### config.mk
export PLATFORM = sky130hd
export DESIGN_NAME = lppr_ram
export DESIGN_NICKNAME = d
export VERILOG_FILES = /design/src/lppr_ram.sv
export SDC_FILE = /design/constraint.sdc
export NUM_CORES = 1
export LEC_CHECK = 0
export BUFFER_PORTS_ARGS = -buffer_cell sky130_fd_sc_hd__buf_4
export CAP_MARGIN = 5
export CORE_MARGIN = 5
export CORE_UTILIZATION = 50
export CTS_CLUSTER_DIAMETER = 60
export DETAILED_ROUTE_END_ITERATION = 10
export PLACE_DENSITY = 0.67
export SLEW_MARGIN = 20
export SYNTH_ARGS = -nofsm -noshare
export SYNTH_HDL_FRONTEND = slang
export SYNTH_SLANG_ARGS = --single-unit
### constraint.sdc
create_clock -name i_clk -period 2.4 [get_ports i_clk]
set_clock_uncertainty 0.15 [all_clocks]
set_input_delay 0.48 -clock i_clk [delete_from_list [all_inputs] [get_ports i_clk]]
set_output_delay 0.48 -clock i_clk [all_outputs]
set_load 0.02 [all_outputs]
### src/lppr_ram.sv
// ----------------------------------------------------------------------------
// lppr_ram: generic simple dual-port RAM
// One write port, one read port with registered read data.
// ----------------------------------------------------------------------------
module lppr_ram #(
    parameter int WIDTH = 8,
    parameter int DEPTH = 16
) (
    input  logic                     i_clk,
    input  logic                     i_we,
    input  logic [$clog2(DEPTH)-1:0] i_waddr,
    input  logic [WIDTH-1:0]         i_wdata,
    input  logic                     i_re,
    input  logic [$clog2(DEPTH)-1:0] i_raddr,
    output logic [WIDTH-1:0]         o_rdata
);

    logic [WIDTH-1:0] r_mem [DEPTH];

    // write port
    always_ff @(posedge i_clk) begin
        if (i_we) begin
            r_mem[i_waddr] <= i_wdata;
        end
    end

    // registered read port
    always_ff @(posedge i_clk) begin
        if (i_re) begin
            o_rdata <= r_mem[i_raddr];
        end
    end

endmodule

==> flow_summary_export.csv, run 1 <==
group,metric,value,unit
logic_synthesis,async_flop_share,0,%
power_and_ir_drop,power.static_leakage,2.18,nW
logic_synthesis,syn_area,5230,sq um
routing,vias,2518,
critical_path,worst-path-buf-inv,1,
worst_hold_path,min_path_type,"in -> reg",
cts,cts_tree,"done",
logic_synthesis,synthCells,229,
critical_path,cp_data_required_time,1.77,ns
logic_synthesis,synth_largest_area_cell,"edfxtp_1",
floorplan,initial_core_util,50.9,%
timing,setup_viol,0,
cts,cts_sinks,136,
power_and_ir_drop,switching_share,18.9,%
logic_synthesis,yosysMostFrequentCell,"edfxtp_1",
timing,worst_pin_slew,0.349,ns
cells_and_area,final_net_count,311,
cells_and_area,fill_cells,709,
floorplan,die_area,12600,sq um
timing,finalHoldViolCount,0,
global_routing,gr-usage-all-layers,17.3,%
logic_synthesis,ys_ff_latch,136,
cts,clk_latency,0.52,ns
logic_synthesis,syn-mean-instance-area,22.8,sq um
floorplan,die_w,112,um
cells_and_area,final_layout_size_suffix_gt1_share,32.5,%
critical_path,startpoint_type,"register",
placement,routabilityCongestion,0.742,
cts,hold_buffers,0,
cts,clk_path_buf_depth,2,
routing,drc,0,
logic_synthesis,yosysWarnings,0,
logic_synthesis,yosysUniqueCellTypes,18,
global_routing,grt-ovfl-total,0,
critical_path,endpoint_kind,"output port",
routing,drtPass1Iterations,4,
timing,rsz0062_at_grt,"false",
global_routing,met2_usage,27.1,%
cts,cts_made_buffers,17,
power_and_ir_drop,p_clk_share,46.1,%
placement,placement.io_buffers,26,
power_and_ir_drop,combPwrFrac,5.1,%
timing,fin_crit,1.74,ns
logic_synthesis,syn_nets,248,
cts,cts_resized,0,
floorplan,rows,37,
routing,wire_per_inst,22.7,um
power_and_ir_drop,p_seq_share,48.8,%
status,status,"complete, no violations",
cts,postCtsSetupRepairBufs,0,
cells_and_area,ff_latch_area,4080,sq um
logic_synthesis,synth_edf_count,136,
floorplan,ios,27,
routing,drt_iter0_markers,160,
global_routing,grt_pass1_wl,15400,um
logic_synthesis,synth_top_area_share,78.1,%
routing,antenna_left,0,
cells_and_area,area_growth,21.2,%
critical_path,cp_top_family,"flip-flops",
logic_synthesis,yosys_most_used_dff,"edfxtp_1",
timing,period_share,72.7,%
global_routing,grt_start_max_net_pins,22,
cts,cts-root-buf,"clkbuf_8",
timing,fmax,573,MHz
cells_and_area,n_antenna_cell,0,
timing,worst_slack,0.656,ns
flow_run,maxCapViolations,0,
placement,pre_cts_slack,0.141,ns
critical_path,cp_slowest_cell,"edfxtp_1",
global_routing,grt_pass1_vias,2665,
logic_synthesis,synth_common_cells,"edfxtp_1, mux4_2, a22oi_1",
timing,slew_viol_final,0,
critical_path,cp_data_arrival_time,1.11,ns
timing,relSlewSlack,76.7,%
critical_path,crit_type,"reg -> out",
routing,wirelength,10000,um
routing,via_per_inst,5.71,
power_and_ir_drop,p_sw,1.04,mW
critical_path,path_max_fanout,1,
floorplan,coreArea,10300,sq um
global_routing,top_usage_layer,"met2",
power_and_ir_drop,power_density,870,nW/um^2
power_and_ir_drop,peakVddDrop,454,uV
logic_synthesis,ys_seq_area_share,78.1,%
logic_synthesis,synthTopCellsByArea,"edfxtp_1, mux4_2, mux4_1",
critical_path,cp_cell_sequence,"buf_4",
global_routing,antenna_found_initial,0,
power_and_ir_drop,intPower,4.47,mW
global_routing,use_met1,23.1,%
cts,path_clk_slew,0.06,ns
global_routing,use_met3,4.91,%
cts,htreeDepth,4,
cells_and_area,multiInputGateArea,1060,sq um
timing,setup_tns,0,ns
floorplan,die_h,112,um
placement,place_hpwl,6480,um
critical_path,cp_slowest_stage_delay,0.42,ns
-- path summary, 6_finish.rpt --
check / from / endpoint / slack [ns] / cells after the start
min reg2reg: r_mem[14][2] / o_rdata[2] / 0.60 / 3
max reg2reg: r_mem[6][3] / o_rdata[3] / 0.69 / 3
min: i_wdata[1] / r_mem[5][1] / 0.12 / 1
max: o_rdata[5] / o_rdata[5] / 0.66 / 1
-- power groups by stage --
stage	Combinational (mW)	Clock, mW	Sequential (mW)
2_1_floorplan	0.135	0	2.75
3_3_place_gp	0.277	0	2.74
5_1_grt	0.301	2.70	2.69
3_5_place_dp	0.283	0	2.74
4_1_cts	0.285	2.58	2.69
6_report	0.280	2.54	2.69
-- area by class of cell --
cell class | count | share of cell area [%]
Clock inverter | 12 | 2.47
Timing Repair Buffer | 54 | 6.99
Multi-Input combinational cell | 83 | 16.7
Clock buffer | 20 | 6.71
Sequential cell | 136 | 64.5
Tap cell | 136 | 2.69
-- placed cells by master (no fill, tap or decap), drive strengths merged --
master	netlist	final
mux4	32	32
nor3	4	4
or3b	1	1
nand2	9	9
nor2	13	13
nand3b	2	2
nor2b	1	1
edfxtp	136	136
and2	1	1
buf	7	54
bufinv	0	4
and2b	1	1
nand2b	2	2
clkbuf	0	20
clkinv	0	8
a22oi	16	16
nand3	1	1
-- kinds of logic (layout without fill, tap and decap cells) --
kind of cell           after synthesis  count (layout)  share of synthesized area [%]
flip-flops                         136             136                           78.1
multiplexers                        32              32                           14.8
AND/OR/NAND/NOR                     35              35                           3.14
buffers and inverters               10              86                           1.65
AO/OA/AOI/OAI                       16              16                           2.30
-- state kept, by name (all words and copies together), names as in the netlist --
name / count
o_rdata: 8
r_mem: 128
-- metal layers --
layer  up-vias  part of all wire [%]
met1      1316                    42
met3        14                   6.2
li1       1109                     -
met2        79                    50
met5         -                     0
met4         0                   1.5
-- metrics by stage --
stage	hold WS (ns)	power (mW)	area, sq um	std cells	utilization (%)
finish	0.125	5.51	6340	441	61.7
global route	0.110	5.69	6340	441	61.7
CTS	0.101	5.56	6340	441	61.7
detailed placement	0.601	3.02	5750	409	56.0
global placement	0.579	3.01	5750	409	56.0
floorplan	0.429	2.89	5230	229	-
Note: power is estimated with default switching activity, not from simulation.
==> run 2: changes to the inputs <==
--- a/config.mk
+++ b/config.mk
@@ -11,7 +11,7 @@
 export CORE_UTILIZATION = 50
 export CTS_CLUSTER_DIAMETER = 60
 export DETAILED_ROUTE_END_ITERATION = 10
-export PLACE_DENSITY = 0.67
+export PLACE_DENSITY = 0.7
 export SLEW_MARGIN = 20
 export SYNTH_ARGS = -nofsm -noshare
 export SYNTH_HDL_FRONTEND = slang
==> constraint.sdc (replaced) <==
create_clock -name i_clk -period 1.4 [get_ports i_clk]
set_clock_uncertainty 0.15 [all_clocks]
set_input_delay 0.28 -clock i_clk [delete_from_list [all_inputs] [get_ports i_clk]]
set_output_delay 0.28 -clock i_clk [all_outputs]
set_load 0.02 [all_outputs]
==> flow_summary_export.csv, run 2 (same netlist as run 1, synthesis figures left out) <==
group,metric,value,unit
cts,cts_tree,"done",
cts,cts-root-buf,"clkbuf_8",
timing,finalHoldViolCount,0,
floorplan,ios,27,
global_routing,antenna_found_initial,0,
cts,cts_made_buffers,17,
timing,fmax,618,MHz
global_routing,grt_start_max_net_pins,17,
routing,drc,0,
timing,rsz0062_at_grt,"true",
routing,drtPass1Iterations,4,
status,failed_checks,"setup timing",
critical_path,cp_data_arrival_time,1.72,ns
cells_and_area,final_layout_size_suffix_gt1_share,44.5,%
global_routing,grt-ovfl-total,0,
flow_run,maxCapViolations,0,
routing,antenna_left,0,
critical_path,cp_top_family,"multiplexers",
routing,vias,2548,
cells_and_area,area_growth,26.3,%
placement,dpl-instance-area,5870,sq um
cells_and_area,n_antenna_cell,0,
timing,slew_viol_final,0,
floorplan,die_area,12600,sq um
floorplan,die_h,112,um
cts,clk_path_buf_depth,2,
global_routing,grt_pass1_vias,2693,
timing,setup_viol,16,
timing,worst_pin_slew,0.884,ns
cells_and_area,fin_cells,453,
cts,htreeDepth,4,
cells_and_area,final_net_count,323,
placement,routabilityCongestion,0.760,
floorplan,rows,37,
placement,placement.io_buffers,26,
cells_and_area,final_cell_mix,"edfxtp_1, buf_4, mux4_2, clkbuf_16",
worst_hold_path,min_path_type,"in -> reg",
timing,relSlewSlack,40.9,%
floorplan,initial_core_util,50.9,%
critical_path,startpoint_type,"register",
placement,dp.cells,412,
status,status,"finished, violations left",
cells_and_area,layout_commonest_cell,"edfxtp_1",
critical_path,cp_data_required_time,1.50,ns
global_routing,gr-usage-all-layers,17.4,%
critical_path,crit_type,"reg -> reg",
critical_path,cp_slowest_cell,"mux4_2",
power_and_ir_drop,peakVddDrop,742,uV
cts,clk_latency,0.52,ns
critical_path,cp_cell_sequence,"mux4_2 -> a22oi_2 -> nand2_2",
critical_path,endpoint_kind,"register",
floorplan,die_w,112,um
timing,fin_crit,1.62,ns
cells_and_area,fill_cells,703,
cts,cts_sinks,136,
power_and_ir_drop,power.static_leakage,2.21,nW
routing,wire_per_inst,22.3,um
critical_path,worst-path-buf-inv,0,
cts,path_clk_slew,0.06,ns
cells_and_area,top_regs,"r_mem (128), o_rdata (8)",
cells_and_area,largest_register,"r_mem",
routing,via_per_inst,5.62,
global_routing,grt_pass1_wl,15800,um
cells_and_area,largest_reg_flops,128,
routing,wirelength,10100,um
critical_path,cp_slowest_stage_delay,0.51,ns
placement,place_hpwl,6600,um
timing,period_share,116,%
critical_path,path_max_fanout,1,
routing,drt_iter0_markers,199,
timing,worst_slack,-0.219,ns
cells_and_area,finalInstanceArea,6600,sq um
power_and_ir_drop,power_density,1420,nW/um^2
floorplan,coreArea,10300,sq um
-- run 2: cell count changes in the layout (fill, tap and decap cells not counted), sizes merged --
cell         before  now
dlygate4sd3       0    9
inv               0   11
clkinv            8    4
buf              54   57
clkbuf           20   17
bufinv            4    0
-- run 2: timing repair --
item / CTS / global route
resized for setup: 13 / 8
hold buffers: 9 / 0
endpoints found under the hold margin: 136 / 0
setup endpoints to repair: 16 / 16
pin swaps: 2 / 2
buffers inserted: 0 / 0
-- run 2: layout make-up --
class                           count  area [sq um]  area share (%)
Sequential cell                   136          4080            61.9
Multi-Input combinational cell     83          1110            16.8
Timing Repair Buffer               66           673            10.2
Clock buffer                       17           414            6.27
Tap cell                          136           170            2.58
Clock inverter                     15           149            2.26
-- run 2: per-stage QoR --
step           hold slack [ns]  setup TNS, ns  util, %  setup slack (ns)  total power [mW]
5_1_grt                  0.181          -2.61     64.2            -0.225              9.65
4_1_cts                  0.171          -2.39     63.9            -0.222              9.40
6_report                 0.193          -1.89     64.2            -0.219              9.34
2_1_floorplan            0.229          -3.72        -            -0.230              4.98
3_3_place_gp             0.438         -21.57     57.1            -0.565              5.22
3_5_place_dp             0.451         -22.31     57.1            -0.585              5.24
-- run 2: worst paths after layout --
check        cells past startpoint    startpoint          end  slack, ns
max                              3  r_mem[11][0]   o_rdata[0]      -0.22
min                              4    i_waddr[1]  r_mem[0][0]       0.19
max reg2reg                      3  r_mem[11][0]   o_rdata[0]      -0.22
min reg2reg                      3  r_mem[15][5]   o_rdata[5]       0.61
-- run 2: worst min-delay path: stages --
cell	delay [ns]
buf_4	0.11
buf_4	0.12
nor3_4	0.04
buf_12	0.13
-- run 2: layer usage --
layer  vias to the layer above  GRT usage [%]  share of wire (%)
met5                         -              0                  0
met4                         0           5.53               0.80
met3                         9           4.85                4.0
met2                        86           28.1                 52
met1                      1328           23.4                 43
li1                       1125              -                  -
-- run 2: report_power, final --
group / total, mW / internal (mW) / switching, mW
Sequential: 4.62 / 4.59 / 0.0311
Clock: 4.14 / 2.28 / 1.85
Combinational: 0.586 / 0.291 / 0.296
Total: 9.34 / 7.16 / 2.18
==> run 3: changes to the inputs <==
--- a/config.mk
+++ b/config.mk
@@ -7,7 +7,7 @@
 export LEC_CHECK = 0
 export BUFFER_PORTS_ARGS = -buffer_cell sky130_fd_sc_hd__buf_4
 export CAP_MARGIN = 5
-export CORE_MARGIN = 5
+export CORE_MARGIN = 1.5
 export CORE_UTILIZATION = 50
 export CTS_CLUSTER_DIAMETER = 60
 export DETAILED_ROUTE_END_ITERATION = 10
==> constraint.sdc (replaced) <==
create_clock -name i_clk -period 1.4 [get_ports i_clk]
set_clock_uncertainty 0.15 [all_clocks]
set_input_delay 0.28 -clock i_clk [delete_from_list [all_inputs] [get_ports i_clk]]
set_output_delay 0.28 -clock i_clk [all_outputs]
set_load 0.005 [all_outputs]
==> flow_summary_export.csv, run 3 (same netlist as run 1, synthesis figures left out) <==
group,metric,value,unit
critical_path,ff2ff_setup_slack,-0.15,ns
worst_hold_path,hold_end,"r_mem[0][0]",
worst_hold_path,hold_start,"i_waddr[0]",
routing,wirelength,9790,um
cells_and_area,top_regs,"r_mem (128), o_rdata (8)",
critical_path,crit_type,"reg -> reg",
floorplan,ios,27,
routing,drc,0,
floorplan,die_w,105,um
cells_and_area,fin_cells,452,
timing,fin_crit,1.55,ns
critical_path,endpoint_kind,"register",
floorplan,coreArea,10200,sq um
cts,cts_tree,"done",
timing,slew_viol_final,0,
status,status,"finished, violations left",
global_routing,grt_start_max_net_pins,17,
power_and_ir_drop,intPower,8.28,mW
floorplan,die_area,11100,sq um
status,failed_checks,"setup timing",
cells_and_area,area_growth,27.3,%
timing,fmax,647,MHz
timing,rsz0062_at_grt,"true",
placement,place_hpwl,6460,um
placement,placement.io_buffers,26,
global_routing,grt-ovfl-total,0,
critical_path,path_max_fanout,1,
power_and_ir_drop,peakVddDrop,817,uV
critical_path,startpoint_type,"register",
cells_and_area,n_antenna_cell,0,
cells_and_area,largest_register,"r_mem",
critical_path,r2r_end,"o_rdata[4]",
power_and_ir_drop,p_sw,1.86,mW
power_and_ir_drop,p_clk_share,49.2,%
cells_and_area,largest_reg_flops,128,
cells_and_area,layout_commonest_cell,"edfxtp_1",
timing,worst_slack,-0.147,ns
global_routing,grt_pass1_vias,2730,
timing,hold_ws,0.195,ns
cells_and_area,finish.utilization,65.0,%
cells_and_area,finalInstanceArea,6650,sq um
critical_path,cp_data_arrival_time,1.66,ns
cts,clk_latency,0.51,ns
timing,setup_viol,16,
timing,relSlewSlack,44.6,%
routing,wire_per_inst,21.7,um
power_and_ir_drop,power,10.1,mW
timing,setup_tns,-1.67,ns
cts,path_clk_slew,0.06,ns
floorplan,initial_core_util,51.1,%
global_routing,antenna_found_initial,0,
placement,dp.cells,413,
power_and_ir_drop,power.static_leakage,2.24,nW
global_routing,gr-usage-all-layers,19.7,%
power_and_ir_drop,p_seq_share,45.6,%
cts,cts-root-buf,"clkbuf_8",
placement,routabilityCongestion,0.727,
timing,worst_pin_slew,0.830,ns
cts,cts_made_buffers,17,
placement,pre_cts_slack,-0.551,ns
power_and_ir_drop,switching_share,18.3,%
floorplan,rows,37,
routing,drt_iter0_markers,139,
critical_path,crit-reg2reg-launch,"r_mem[1][4]",
global_routing,grt_pass1_wl,15300,um
cts,cts_sinks,136,
placement,dpl-instance-area,5850,sq um
critical_path,cp_slowest_cell,"mux4_2",
cells_and_area,final_layout_size_suffix_gt1_share,42.7,%
cts,htreeDepth,4,
cells_and_area,final_net_count,324,
critical_path,rr_worst_depth,3,
worst_hold_path,min_path_type,"in -> reg",
routing,vias,2523,
flow_run,maxCapViolations,0,
routing,antenna_left,0,
cells_and_area,final_cell_mix,"edfxtp_1, buf_4, mux4_2, clkbuf_16, nor2_1",
power_and_ir_drop,combPwrFrac,5.3,%
timing,finalHoldViolCount,0,
critical_path,cp_data_required_time,1.51,ns
worst_hold_path,hold_depth,4,
routing,drtPass1Iterations,4,
cts,postCtsSetupRepairBufs,0,
timing,period_share,110,%
routing,via_per_inst,5.58,
cts,clk_path_buf_depth,2,
critical_path,cp_cell_sequence,"mux4_2 -> a22oi_2 -> nand2_1",
floorplan,die_h,105,um
power_and_ir_drop,power_density,1520,nW/um^2
critical_path,cp_slowest_stage_delay,0.47,ns
## run 3: changes by cell type in the layout (fill, tap and decap cells not counted), sizes merged
cell	delta
clkinv	-1
inv	-10
bufinv	+7
clkbuf	+1
buf	+1
clkinvlp	+1
## run 3: power by group through the flow
stage	clock (mW)	sequential [mW]	combinational, mW
after floorplan	0	4.69	0.260
after global placement	0	4.70	0.489
after detailed placement	0	4.70	0.501
after CTS	5.06	4.62	0.544
after global routing	5.21	4.62	0.578
final	4.98	4.62	0.536
## run 3: per-layer routing
layer	vias to the layer above	part of all wire (%)	global-route usage [%]
met5	-	0	0
met4	0	1.9	7.63
met3	14	4.9	5.19
met2	82	51	31.6
met1	1307	42	26.2
li1	1120	-	-
## run 3: timing repair
action	CTS	global route
endpoints found under the hold margin	136	0
gates resized for setup	11	1
hold buffers	9	0
pin swaps	2	2
setup endpoints to repair	16	16
## run 3: worst max path at each step
stage                 from          to  cells after the start
2_1_floorplan   i_raddr[0]  o_rdata[1]                      5
3_3_place_gp    i_raddr[0]  o_rdata[5]                      5
3_5_place_dp    i_raddr[0]  o_rdata[4]                      5
4_1_cts        r_mem[1][4]  o_rdata[4]                      3
5_1_grt        r_mem[7][3]  o_rdata[3]                      3
6_report       r_mem[1][4]  o_rdata[4]                      3
## run 3: worst max-delay path, delay by kind of cell (launching register included)
family,cells,cell delay (ns)
and+or+nand+nor,1,0.07
DFF,1,0.38
AOI/OAI and AO/OA,1,0.22
muxes,1,0.47
## run 3: area by class of cell
class	instances	area [sq um]
Sequential cell	136	4080
Multi-Input combinational cell	83	1100
Fill cell	669	3580
Clock buffer	18	418
Timing Repair Buffer	67	637
Tap cell	136	170
Clock inverter	12	249
