## src/lppr_pkg.sv

```systemverilog
// ----------------------------------------------------------------------------
// lppr_pkg: shared types and constants for the length-prefixed packet ring
// Ring geometry, command and reason codes, beat structs and pointer helpers.
// ----------------------------------------------------------------------------
package lppr_pkg;

    // Ring geometry
    localparam int RING_BYTES = 262144;
    localparam int PTR_W      = $clog2(RING_BYTES);
    localparam int CNT_W      = $clog2(RING_BYTES + 1);
    // room check: fill + header + longest length must fit
    localparam int SUM_W      = $clog2(RING_BYTES + 65538);
    localparam int FILL_W     = 19;
    localparam int HDR_BYTES  = 2;

    // Register reset values
    localparam logic [7:0]  DEFAULT_KIND  = 8'd1;
    localparam logic [15:0] DEFAULT_LIMIT = 16'd1276;

    typedef logic [PTR_W-1:0] t_ptr;
    typedef logic [CNT_W-1:0] t_cnt;
    typedef logic [SUM_W-1:0] t_sum;

    typedef enum logic [1:0] {
        CMD_MSG  = 2'd0,
        CMD_POP  = 2'd1,
        CMD_DROP = 2'd2,
        CMD_NOP  = 2'd3
    } t_cmd;

    typedef enum logic [2:0] {
        RSN_NONE   = 3'd0,
        RSN_KIND   = 3'd1,
        RSN_LENGTH = 3'd2,
        RSN_TRUNC  = 3'd3,
        RSN_ROOM   = 3'd4
    } t_reason;

    typedef enum logic [2:0] {
        PH_KIND,
        PH_LEN_LO,
        PH_LEN_HI,
        PH_BODY,
        PH_SKIP,
        PH_REJECT
    } t_parse_phase;

    typedef enum logic [1:0] {
        POP_IDLE,
        POP_HDR,
        POP_BODY
    } t_pop_phase;

    typedef enum logic {
        SEQ_IDLE,
        SEQ_POP
    } t_seq_state;

    typedef enum logic {
        REG_ACCEPTED_KIND = 1'b0,
        REG_PACKET_LIMIT  = 1'b1
    } t_cfg_reg;

    // Input beat
    typedef struct packed {
        t_cmd       cmd;
        logic [7:0] msg_byte;
        logic       last_of_message;
    } t_item;

    // Result beat
    typedef struct packed {
        logic              data_valid;
        logic [7:0]        data_byte;
        logic              data_last;
        logic              pop_empty;
        logic              message_done;
        logic              message_ok;
        logic [2:0]        reject_reason;
        logic              pending;
        logic [FILL_W-1:0] fill_count;
    } t_result;

    // Ring write request
    typedef struct packed {
        logic       we;
        t_ptr       addr;
        logic [7:0] data;
    } t_wr_req;

    // Entry commit from the parser
    typedef struct packed {
        logic        commit;
        logic [15:0] len;
    } t_commit;

    // Message end status from the parser
    typedef struct packed {
        logic       done;
        logic       ok;
        logic [2:0] reason;
    } t_msg_status;

    // Next ring position with wrap
    function automatic t_ptr ptr_adv(input t_ptr p);
        t_ptr q;
        if (p == t_ptr'(RING_BYTES - 1)) begin
            q = '0;
        end else begin
            q = p + t_ptr'(1);
        end
        return q;
    endfunction

    // Low bits of the fill count as reported
    function automatic logic [FILL_W-1:0] fill_of(input t_cnt c);
        logic [CNT_W+FILL_W-1:0] w;
        w = {{FILL_W{1'b0}}, c};
        return w[FILL_W-1:0];
    endfunction

endpackage

```

## src/lppr_parse.sv

```systemverilog
// ----------------------------------------------------------------------------
// lppr_parse: message parser and tentative ring writer
// Walks kind, length and body bytes, checks each entry, writes it into the
// ring past the write pointer and commits it on its final byte.
// ----------------------------------------------------------------------------
module lppr_parse (
    input  logic                 i_clk,
    input  logic                 i_rst_n,
    input  logic                 i_step,
    input  logic [7:0]           i_byte,
    input  logic                 i_last,
    input  logic [7:0]           i_kind,
    input  logic [15:0]          i_limit,
    input  lppr_pkg::t_cnt       i_cnt,
    output lppr_pkg::t_wr_req    o_wr,
    output lppr_pkg::t_commit    o_commit,
    output lppr_pkg::t_msg_status o_status,
    output lppr_pkg::t_ptr       o_wp,
    output logic                 o_hdr_busy
);

    lppr_pkg::t_parse_phase r_phase, n_phase;
    lppr_pkg::t_reason      r_fail, n_fail;
    logic [15:0]            r_len, n_len;
    logic [15:0]            r_rem, n_rem;
    lppr_pkg::t_ptr         r_tent, n_tent;
    lppr_pkg::t_ptr         r_wp, n_wp;
    logic                   r_hdr_pend, n_hdr_pend;
    logic [7:0]             r_hdr_byte, n_hdr_byte;

    logic [15:0]            len_full;
    logic [15:0]            rem_dec;
    lppr_pkg::t_sum         room_need;
    lppr_pkg::t_reason      reason;

    assign len_full  = {i_byte, r_len[7:0]};
    assign rem_dec   = r_rem - 16'd1;
    assign room_need = lppr_pkg::t_sum'(i_cnt) + lppr_pkg::t_sum'(len_full)
                     + lppr_pkg::t_sum'(lppr_pkg::HDR_BYTES);

    // state registers
    always_ff @(posedge i_clk) begin
        if (!i_rst_n) begin
            r_phase    <= lppr_pkg::PH_KIND;
            r_fail     <= lppr_pkg::RSN_NONE;
            r_len      <= '0;
            r_rem      <= '0;
            r_tent     <= '0;
            r_wp       <= '0;
            r_hdr_pend <= 1'b0;
        end else begin
            r_phase    <= n_phase;
            r_fail     <= n_fail;
            r_len      <= n_len;
            r_rem      <= n_rem;
            r_tent     <= n_tent;
            r_wp       <= n_wp;
            r_hdr_pend <= n_hdr_pend;
        end
    end

    always_ff @(posedge i_clk) begin
        r_hdr_byte <= n_hdr_byte;
    end

    // parse step
    always_comb begin
        n_phase    = r_phase;
        n_fail     = r_fail;
        n_len      = r_len;
        n_rem      = r_rem;
        n_tent     = r_tent;
        n_wp       = r_wp;
        n_hdr_pend = 1'b0;
        n_hdr_byte = r_hdr_byte;
        o_wr       = '0;
        o_commit   = '0;
        o_status   = '0;
        reason     = lppr_pkg::RSN_NONE;

        // second header byte goes out the cycle after the first
        if (r_hdr_pend) begin
            o_wr.we   = 1'b1;
            o_wr.addr = r_tent;
            o_wr.data = r_hdr_byte;
            n_tent    = lppr_pkg::ptr_adv(r_tent);
        end

        if (i_step) begin
            case (r_phase)
                lppr_pkg::PH_KIND: begin
                    if (i_byte != i_kind) begin
                        n_fail  = lppr_pkg::RSN_KIND;
                        n_phase = lppr_pkg::PH_REJECT;
                    end else begin
                        n_phase = lppr_pkg::PH_LEN_LO;
                    end
                end
                lppr_pkg::PH_LEN_LO: begin
                    n_len   = {8'd0, i_byte};
                    n_phase = lppr_pkg::PH_LEN_HI;
                end
                lppr_pkg::PH_LEN_HI: begin
                    n_len = len_full;
                    if (len_full == '0 || len_full > i_limit) begin
                        n_fail  = lppr_pkg::RSN_LENGTH;
                        n_phase = lppr_pkg::PH_REJECT;
                    end else if (room_need > lppr_pkg::t_sum'(lppr_pkg::RING_BYTES)) begin
                        n_rem   = len_full;
                        n_phase = lppr_pkg::PH_SKIP;
                    end else begin
                        n_rem   = len_full;
                        n_phase = lppr_pkg::PH_BODY;
                        // header bytes land only if the entry can go on
                        if (!i_last) begin
                            o_wr.we    = 1'b1;
                            o_wr.addr  = r_wp;
                            o_wr.data  = r_len[7:0];
                            n_tent     = lppr_pkg::ptr_adv(r_wp);
                            n_hdr_pend = 1'b1;
                            n_hdr_byte = i_byte;
                        end
                    end
                end
                lppr_pkg::PH_BODY: begin
                    o_wr.we   = 1'b1;
                    o_wr.addr = r_tent;
                    o_wr.data = i_byte;
                    n_tent    = lppr_pkg::ptr_adv(r_tent);
                    n_rem     = rem_dec;
                    if (rem_dec == '0) begin
                        n_wp            = lppr_pkg::ptr_adv(r_tent);
                        o_commit.commit = 1'b1;
                        o_commit.len    = r_len;
                        n_phase         = lppr_pkg::PH_LEN_LO;
                    end
                end
                lppr_pkg::PH_SKIP: begin
                    n_rem = rem_dec;
                    if (rem_dec == '0) begin
                        n_fail  = lppr_pkg::RSN_ROOM;
                        n_phase = lppr_pkg::PH_REJECT;
                    end
                end
                default: begin
                end
            endcase

            // message end: report and rearm
            if (i_last) begin
                if (n_phase == lppr_pkg::PH_REJECT) begin
                    reason = n_fail;
                end else if (n_phase == lppr_pkg::PH_BODY || n_phase == lppr_pkg::PH_SKIP) begin
                    reason = lppr_pkg::RSN_TRUNC;
                end else begin
                    reason = lppr_pkg::RSN_NONE;
                end
                o_status.done   = 1'b1;
                o_status.ok     = (reason == lppr_pkg::RSN_NONE);
                o_status.reason = reason;
                n_phase         = lppr_pkg::PH_KIND;
                n_fail          = lppr_pkg::RSN_NONE;
                n_len           = '0;
                n_rem           = '0;
            end
        end
    end

    assign o_wp       = r_wp;
    assign o_hdr_busy = r_hdr_pend;

endmodule

```

## config.mk

```make
export PLATFORM = sky130hd
export DESIGN_NAME = lppr_parse
export DESIGN_NICKNAME = d
export VERILOG_FILES = /design/src/lppr_pkg.sv /design/src/lppr_parse.sv
export SDC_FILE = /design/constraint.sdc
export NUM_CORES = 1
export LEC_CHECK = 0
export BUFFER_PORTS_ARGS = -buffer_cell sky130_fd_sc_hd__buf_2
export CORE_MARGIN = 4
export CORE_UTILIZATION = 55
export CTS_BUF_LIST = sky130_fd_sc_hd__clkbuf_2
export DETAILED_ROUTE_END_ITERATION = 8
export GPL_ROUTABILITY_DRIVEN = 0
export PLACE_DENSITY = 0.78
export SLEW_MARGIN = 25
export SYNTH_ARGS = -nofsm -noshare
export SYNTH_HDL_FRONTEND = slang
export SYNTH_SLANG_ARGS = --single-unit
export TNS_END_PERCENT = 1
```

## constraint.sdc

```tcl
create_clock -name i_clk -period 14.2 [get_ports i_clk]
set_input_delay 2.84 -clock i_clk [delete_from_list [all_inputs] [get_ports i_clk]]
set_output_delay 2.84 -clock i_clk [all_outputs]
set_load 0.005 [all_outputs]
```

==> tab_implementation.tex <==
\begin{tabular}{lr}
\hline
Metric & Value \\
\hline
\multicolumn{2}{l}{\textbf{Status}} \\
Run status & completed \\
\multicolumn{2}{l}{\textbf{Critical path}} \\
Startpoint class of the critical path & input pin \\
Required time at the worst-slack endpoint & 11.36 ns \\
Ordered cell list for the critical path & buf\_2, inv\_1, ha\_1, inv\_1, ha\_1, inv\_1, fa\_1, xnor2\_1, nor4b\_1, o221ai\_1, a2111oi\_0, nand3\_1, nor4b\_4, a21oi\_2, nor2\_4, nand2\_1, inv\_2, a22o\_1, buf\_2 \\
Register-to-Register Path Depth & 19 \\
Endpoint of the worst-slack reg-to-reg timing path & r\_tent[4] \\
Number of buffers and inverters on the critical path & 6 \\
Most prevalent standard cell on the critical path & sky130\_fd\_sc\_hd\_\_inv\_1 \\
Critical-path cell with the highest stage delay & sky130\_fd\_sc\_hd\_\_inv\_2 \\
Critical path peak fanout & between 40 and 50 \\
Type of destination of the critical path & output port \\
R2r setup slk & 8.98 ns \\
Arr. time, crit path & 7.40 ns \\
Family of cells with the greatest summed delay on the critical path & simple AND/OR/NAND/NOR gates \\
Type of the worst setup path & input pin to output port \\
Delay contributed by the slowest stage of the critical path & 0.62 ns \\
Launch point of the worst reg-to-reg path & r\_len[1] \\
\multicolumn{2}{l}{\textbf{Job}} \\
Max-cap violations & 0 \\
\multicolumn{2}{l}{\textbf{Detailed routing}} \\
Highest layer used for signal routing & met4 \\
Metal2 WL & 10000 um \\
Total length of routed wires & 23000 um \\
Count of unresolved DRC violations after routing & 0 \\
Number of search-and-repair iterations in the first detailed-routing pass & 5 \\
Wire length per cell & 18.2 um \\
Wire length on met3 & 2230 um \\
Vias per cell & 6.34 \\
Met1 WL & 10100 um \\
Remaining antenna violation count & 0 \\
Total via count after detailed routing & 8019 \\
Detailed Route Iter0 Violations & between 800 and 900 \\
\multicolumn{2}{l}{\textbf{Clock tree}} \\
Setup Buffers After CTS & 0 \\
H-tree depth reported by CTS & 3 \\
Post-CTS clock slew at the launch and capture registers of the worst setup and hold paths & roughly 0.23 ns \\
Post\_cts resized & 0 \\
Sinks on Clock Net & 83 \\
Clock Tree Buf Depth & 2 \\
Hold-fix buffer count after cts & 0 \\
Clock tree from TritonCTS & done \\
Inserted Clock Buffers & 9 \\
Insertion delay of the later-clocked pin in the worst-skew pair & just over 0.6 ns \\
Root buf cell & sky130\_fd\_sc\_hd\_\_clkbuf\_2 \\
\multicolumn{2}{l}{\textbf{Power}} \\
Cell-internal power & 316 uW \\
Pwr/cell area & 62.6 mW/mm\^{}2 \\
Switching portion of total power & 37.2\% \\
Part of the power in the clock network & 23.7\% \\
Gate power share & between 20\% and 30\% \\
Peak supply drop & 0.0000411 V \\
Leak & between 3 and 4 nW \\
Switching pwr & 187 uW \\
Portion of total power attributed to sequential cells & 49.1\% \\
\multicolumn{2}{l}{\textbf{Logic synthesis}} \\
Sequential area share after synthesis & 24.0\% \\
Flip-flop cell with the highest count after synthesis & sky130\_fd\_sc\_hd\_\_dfxtp\_1 \\
EDFF count, synth & 8 \\
Gate count after technology mapping & 1000 \\
Synthesis Warnings & 0 \\
Unique masters post-synth & $\sim$80 \\
Asr flop ratio synth & 0\% \\
Post-synthesis instance area & 0.00727 sq mm \\
Synthesized area per cell & 7.27 sq um \\
Post-synth net total & 1108 \\
FF+latch count, synth & just over 80 \\
\multicolumn{2}{l}{\textbf{STA}} \\
Number of slew-limit violations in the final report & 0 \\
Max frequency & 97.7 MHz \\
Setup repair after global routing missed its margin & false \\
Worst clock skew & $\sim$0.032 ns \\
Endpoints failing setup & 0 \\
Time the worst path needs with I/O delays and setup & 10.24 ns \\
Post-Route Setup TNS & 0 ns \\
Final count of hold timing violations & 0 \\
Slew @ Worst Pin & 0.977 ns \\
Max-Slew Margin vs Limit & a little over a third \\
Share of the clock period used by the worst path after layout & 72.1\% \\
\multicolumn{2}{l}{\textbf{GRT}} \\
Global route total overflow & 0 \\
Initial antenna violation count & 0 \\
Via count of the first global-routing pass & 7062 \\
First-pass GRT wire length & about 36000 um \\
Maximum number of pins on one net before global-route repair & 71 \\
Global routing usage summed across all routing layers & 30.0\% \\
\multicolumn{2}{l}{\textbf{Place}} \\
Instance count after placement with tap cells included & between 1000 and 1500 \\
Detailed-placement wirelength estimate & 16400 um \\
Placed cell areas & just under 0.008 sq mm \\
Input/output buffers & 122 \\
\multicolumn{2}{l}{\textbf{Floorplan}} \\
Vertical die dimension & 123 um \\
Area of the core & roughly 0.013 sq mm \\
Standard-cell rows & 41 \\
Die Outline Area & approximately 0.015 sq mm \\
Starting utilization of the core area & 56.9\% \\
Boundary pin count & 123 \\
Die outline width & between 100 and 150 um \\
\multicolumn{2}{l}{\textbf{Final layout}} \\
Fraction of layout cells with a size suffix above 1 & approximately 15\% \\
Relative area change from synthesis to final layout & 10.6\% \\
Final standard cell area without fillers & between 0.008 and 0.009 sq mm \\
Total Nets Final & 1194 \\
Cell Count, Final, Fillers Out & 1264 \\
\multicolumn{2}{l}{\textbf{Min path}} \\
Hold Path Sink & r\_len[9] \\
Worst Hold Depth & 2 \\
Type of the worst min-delay path & flip-flop to flip-flop \\
Hold Crit Start & r\_len[9] \\
\hline
\end{tabular}
-- Yosys cell counts (all sizes together), types with 4 or more instances --
cell / n / area, sq um
o31ai: 5 / 37.5
a32oi: 4 / 35.0
or2: 4 / 25.0
buf: 8 / 38.8
o221ai: 5 / 43.8
a21oi: 99 / 499
a22oi: 5 / 37.5
inv: 48 / 180
o21ai: 54 / 270
and3: 11 / 68.8
nand2b: 8 / 50.1
o21a: 12 / 90.1
a31oi: 13 / 81.3
a2111oi: 10 / 93.8
nand2: 108 / 405
dfxtp: 75 / 1500
o211ai: 9 / 72.6
a21o: 9 / 68.8
xnor2: 29 / 254
or3: 9 / 56.3
nor4: 23 / 165
ha: 52 / 651
nor4b: 4 / 50.1
a211oi: 9 / 67.6
clkbuf: 48 / 181
nor3: 27 / 135
nor2: 117 / 447
and2: 11 / 68.8
xor2: 28 / 245
nand4: 12 / 75.1
a2bb2oi: 12 / 105
a22o: 15 / 131
o22ai: 4 / 25.0
o22a: 9 / 78.8
nand3: 48 / 240
edfxtp: 8 / 240
-- layout make-up --
type	count	area, sq um
sequential	83	1740
inverter	51	191
clock inverter	6	41.3
clock buffer	10	50.0
multi-input combinational	810	5120
tap	172	215
antenna	1	2.50
timing repair buffer	131	678
fill	1188	4730
-- worst max path at each step --
stage              from     endpoint  slack, ns  cells after the start
6_report       i_cnt[1]     o_wr[24]       3.96                     19
2_1_floorplan  i_cnt[1]  o_status[0]       5.26                     16
4_1_cts        i_cnt[1]     o_wr[22]       4.04                     19
3_3_place_gp   i_cnt[1]     o_wr[24]       4.22                     19
3_5_place_dp   i_cnt[1]     o_wr[24]       4.07                     19
5_1_grt        i_cnt[1]     o_wr[24]       3.71                     19
-- worst min-delay path, cell delays in order (launching register included) --
cell                      delay [ns]
sky130_fd_sc_hd__dfxtp_1        0.36
sky130_fd_sc_hd__nand2_1        0.05
sky130_fd_sc_hd__a21oi_1        0.05
-- power groups by stage --
stage,combinational (mW),clock [mW],sequential (mW)
finish,0.137,0.119,0.247
global route,0.151,0.128,0.248
CTS,0.133,0.119,0.247
detailed placement,0.133,0,0.251
global placement,0.131,0,0.251
floorplan,0.0985,0,0.247
-- state kept, by name (all words and copies together), names as in the netlist --
register / count
r_rem: 16
r_phase: 3
o_wp: 18
r_len: 16
o_hdr_busy: 1
r_fail: 3
r_tent: 18
r_hdr_byte: 8
-- metrics by stage --
step / power, mW / hold WS [ns] / worst slack (ns) / util [%]
3_5_place_dp: 0.384 / 0.442 / 4.07 / 62.2
2_1_floorplan: 0.346 / 0.427 / 5.26 / -
3_3_place_gp: 0.382 / 0.438 / 4.22 / 62.2
5_1_grt: 0.527 / 0.500 / 3.71 / 62.9
6_report: 0.503 / 0.469 / 3.96 / 63.0
4_1_cts: 0.499 / 0.472 / 4.04 / 62.9
-- layer usage --
metal	global-route usage, %	vias to the layer above
li1	-	3820
met1	42.4	3725
met2	44.9	420
met3	5.90	54
met4	12.2	0
met5	0	-
-- logic make-up (layout without fill, tap and decap cells) --
family                     Yosys count  count (layout)  share of synthesized area, %
other                                0               1                             0
xor gates and xnor gates            57              57                          6.87
adders and majority gates           53              53                          9.22
AOI/OAI and AO/OA                  299             299                          27.3
muxes                                3               3                         0.413
and+or+nand+nor                    398             398                          26.6
buffers and inverters              107             198                          5.66
DFF                                 83              83                          24.0
-- cell usage in the layout, fill, tap and decap left out, types with 9 or more instances in the layout --
cell                        synthesis  final
sky130_fd_sc_hd__nand3_1           48     48
sky130_fd_sc_hd__a31oi_1           13     13
sky130_fd_sc_hd__buf_2              7    122
sky130_fd_sc_hd__o22a_1             9      9
sky130_fd_sc_hd__o21a_1            12     12
sky130_fd_sc_hd__nor4_1            21     21
sky130_fd_sc_hd__or3_1              9      9
sky130_fd_sc_hd__a2111oi_0          9      9
sky130_fd_sc_hd__a2bb2oi_1         12     12
sky130_fd_sc_hd__nand4_1           12     12
sky130_fd_sc_hd__xor2_1            28     28
sky130_fd_sc_hd__buf_4              0      9
sky130_fd_sc_hd__ha_1              52     52
sky130_fd_sc_hd__clkbuf_2           1     10
sky130_fd_sc_hd__o21ai_0           50     50
sky130_fd_sc_hd__inv_1             47     47
sky130_fd_sc_hd__a211oi_1           9      9
sky130_fd_sc_hd__and3_1            11     11
sky130_fd_sc_hd__nor3_1            27     27
sky130_fd_sc_hd__a21oi_1           98     98
sky130_fd_sc_hd__dfxtp_1           75     75
sky130_fd_sc_hd__nand2_1          108    108
sky130_fd_sc_hd__nor2_1           116    116
sky130_fd_sc_hd__and2_1            11     11
sky130_fd_sc_hd__xnor2_1           29     29
sky130_fd_sc_hd__a22o_1            15     15
Note: power is estimated with default switching activity, not from simulation.
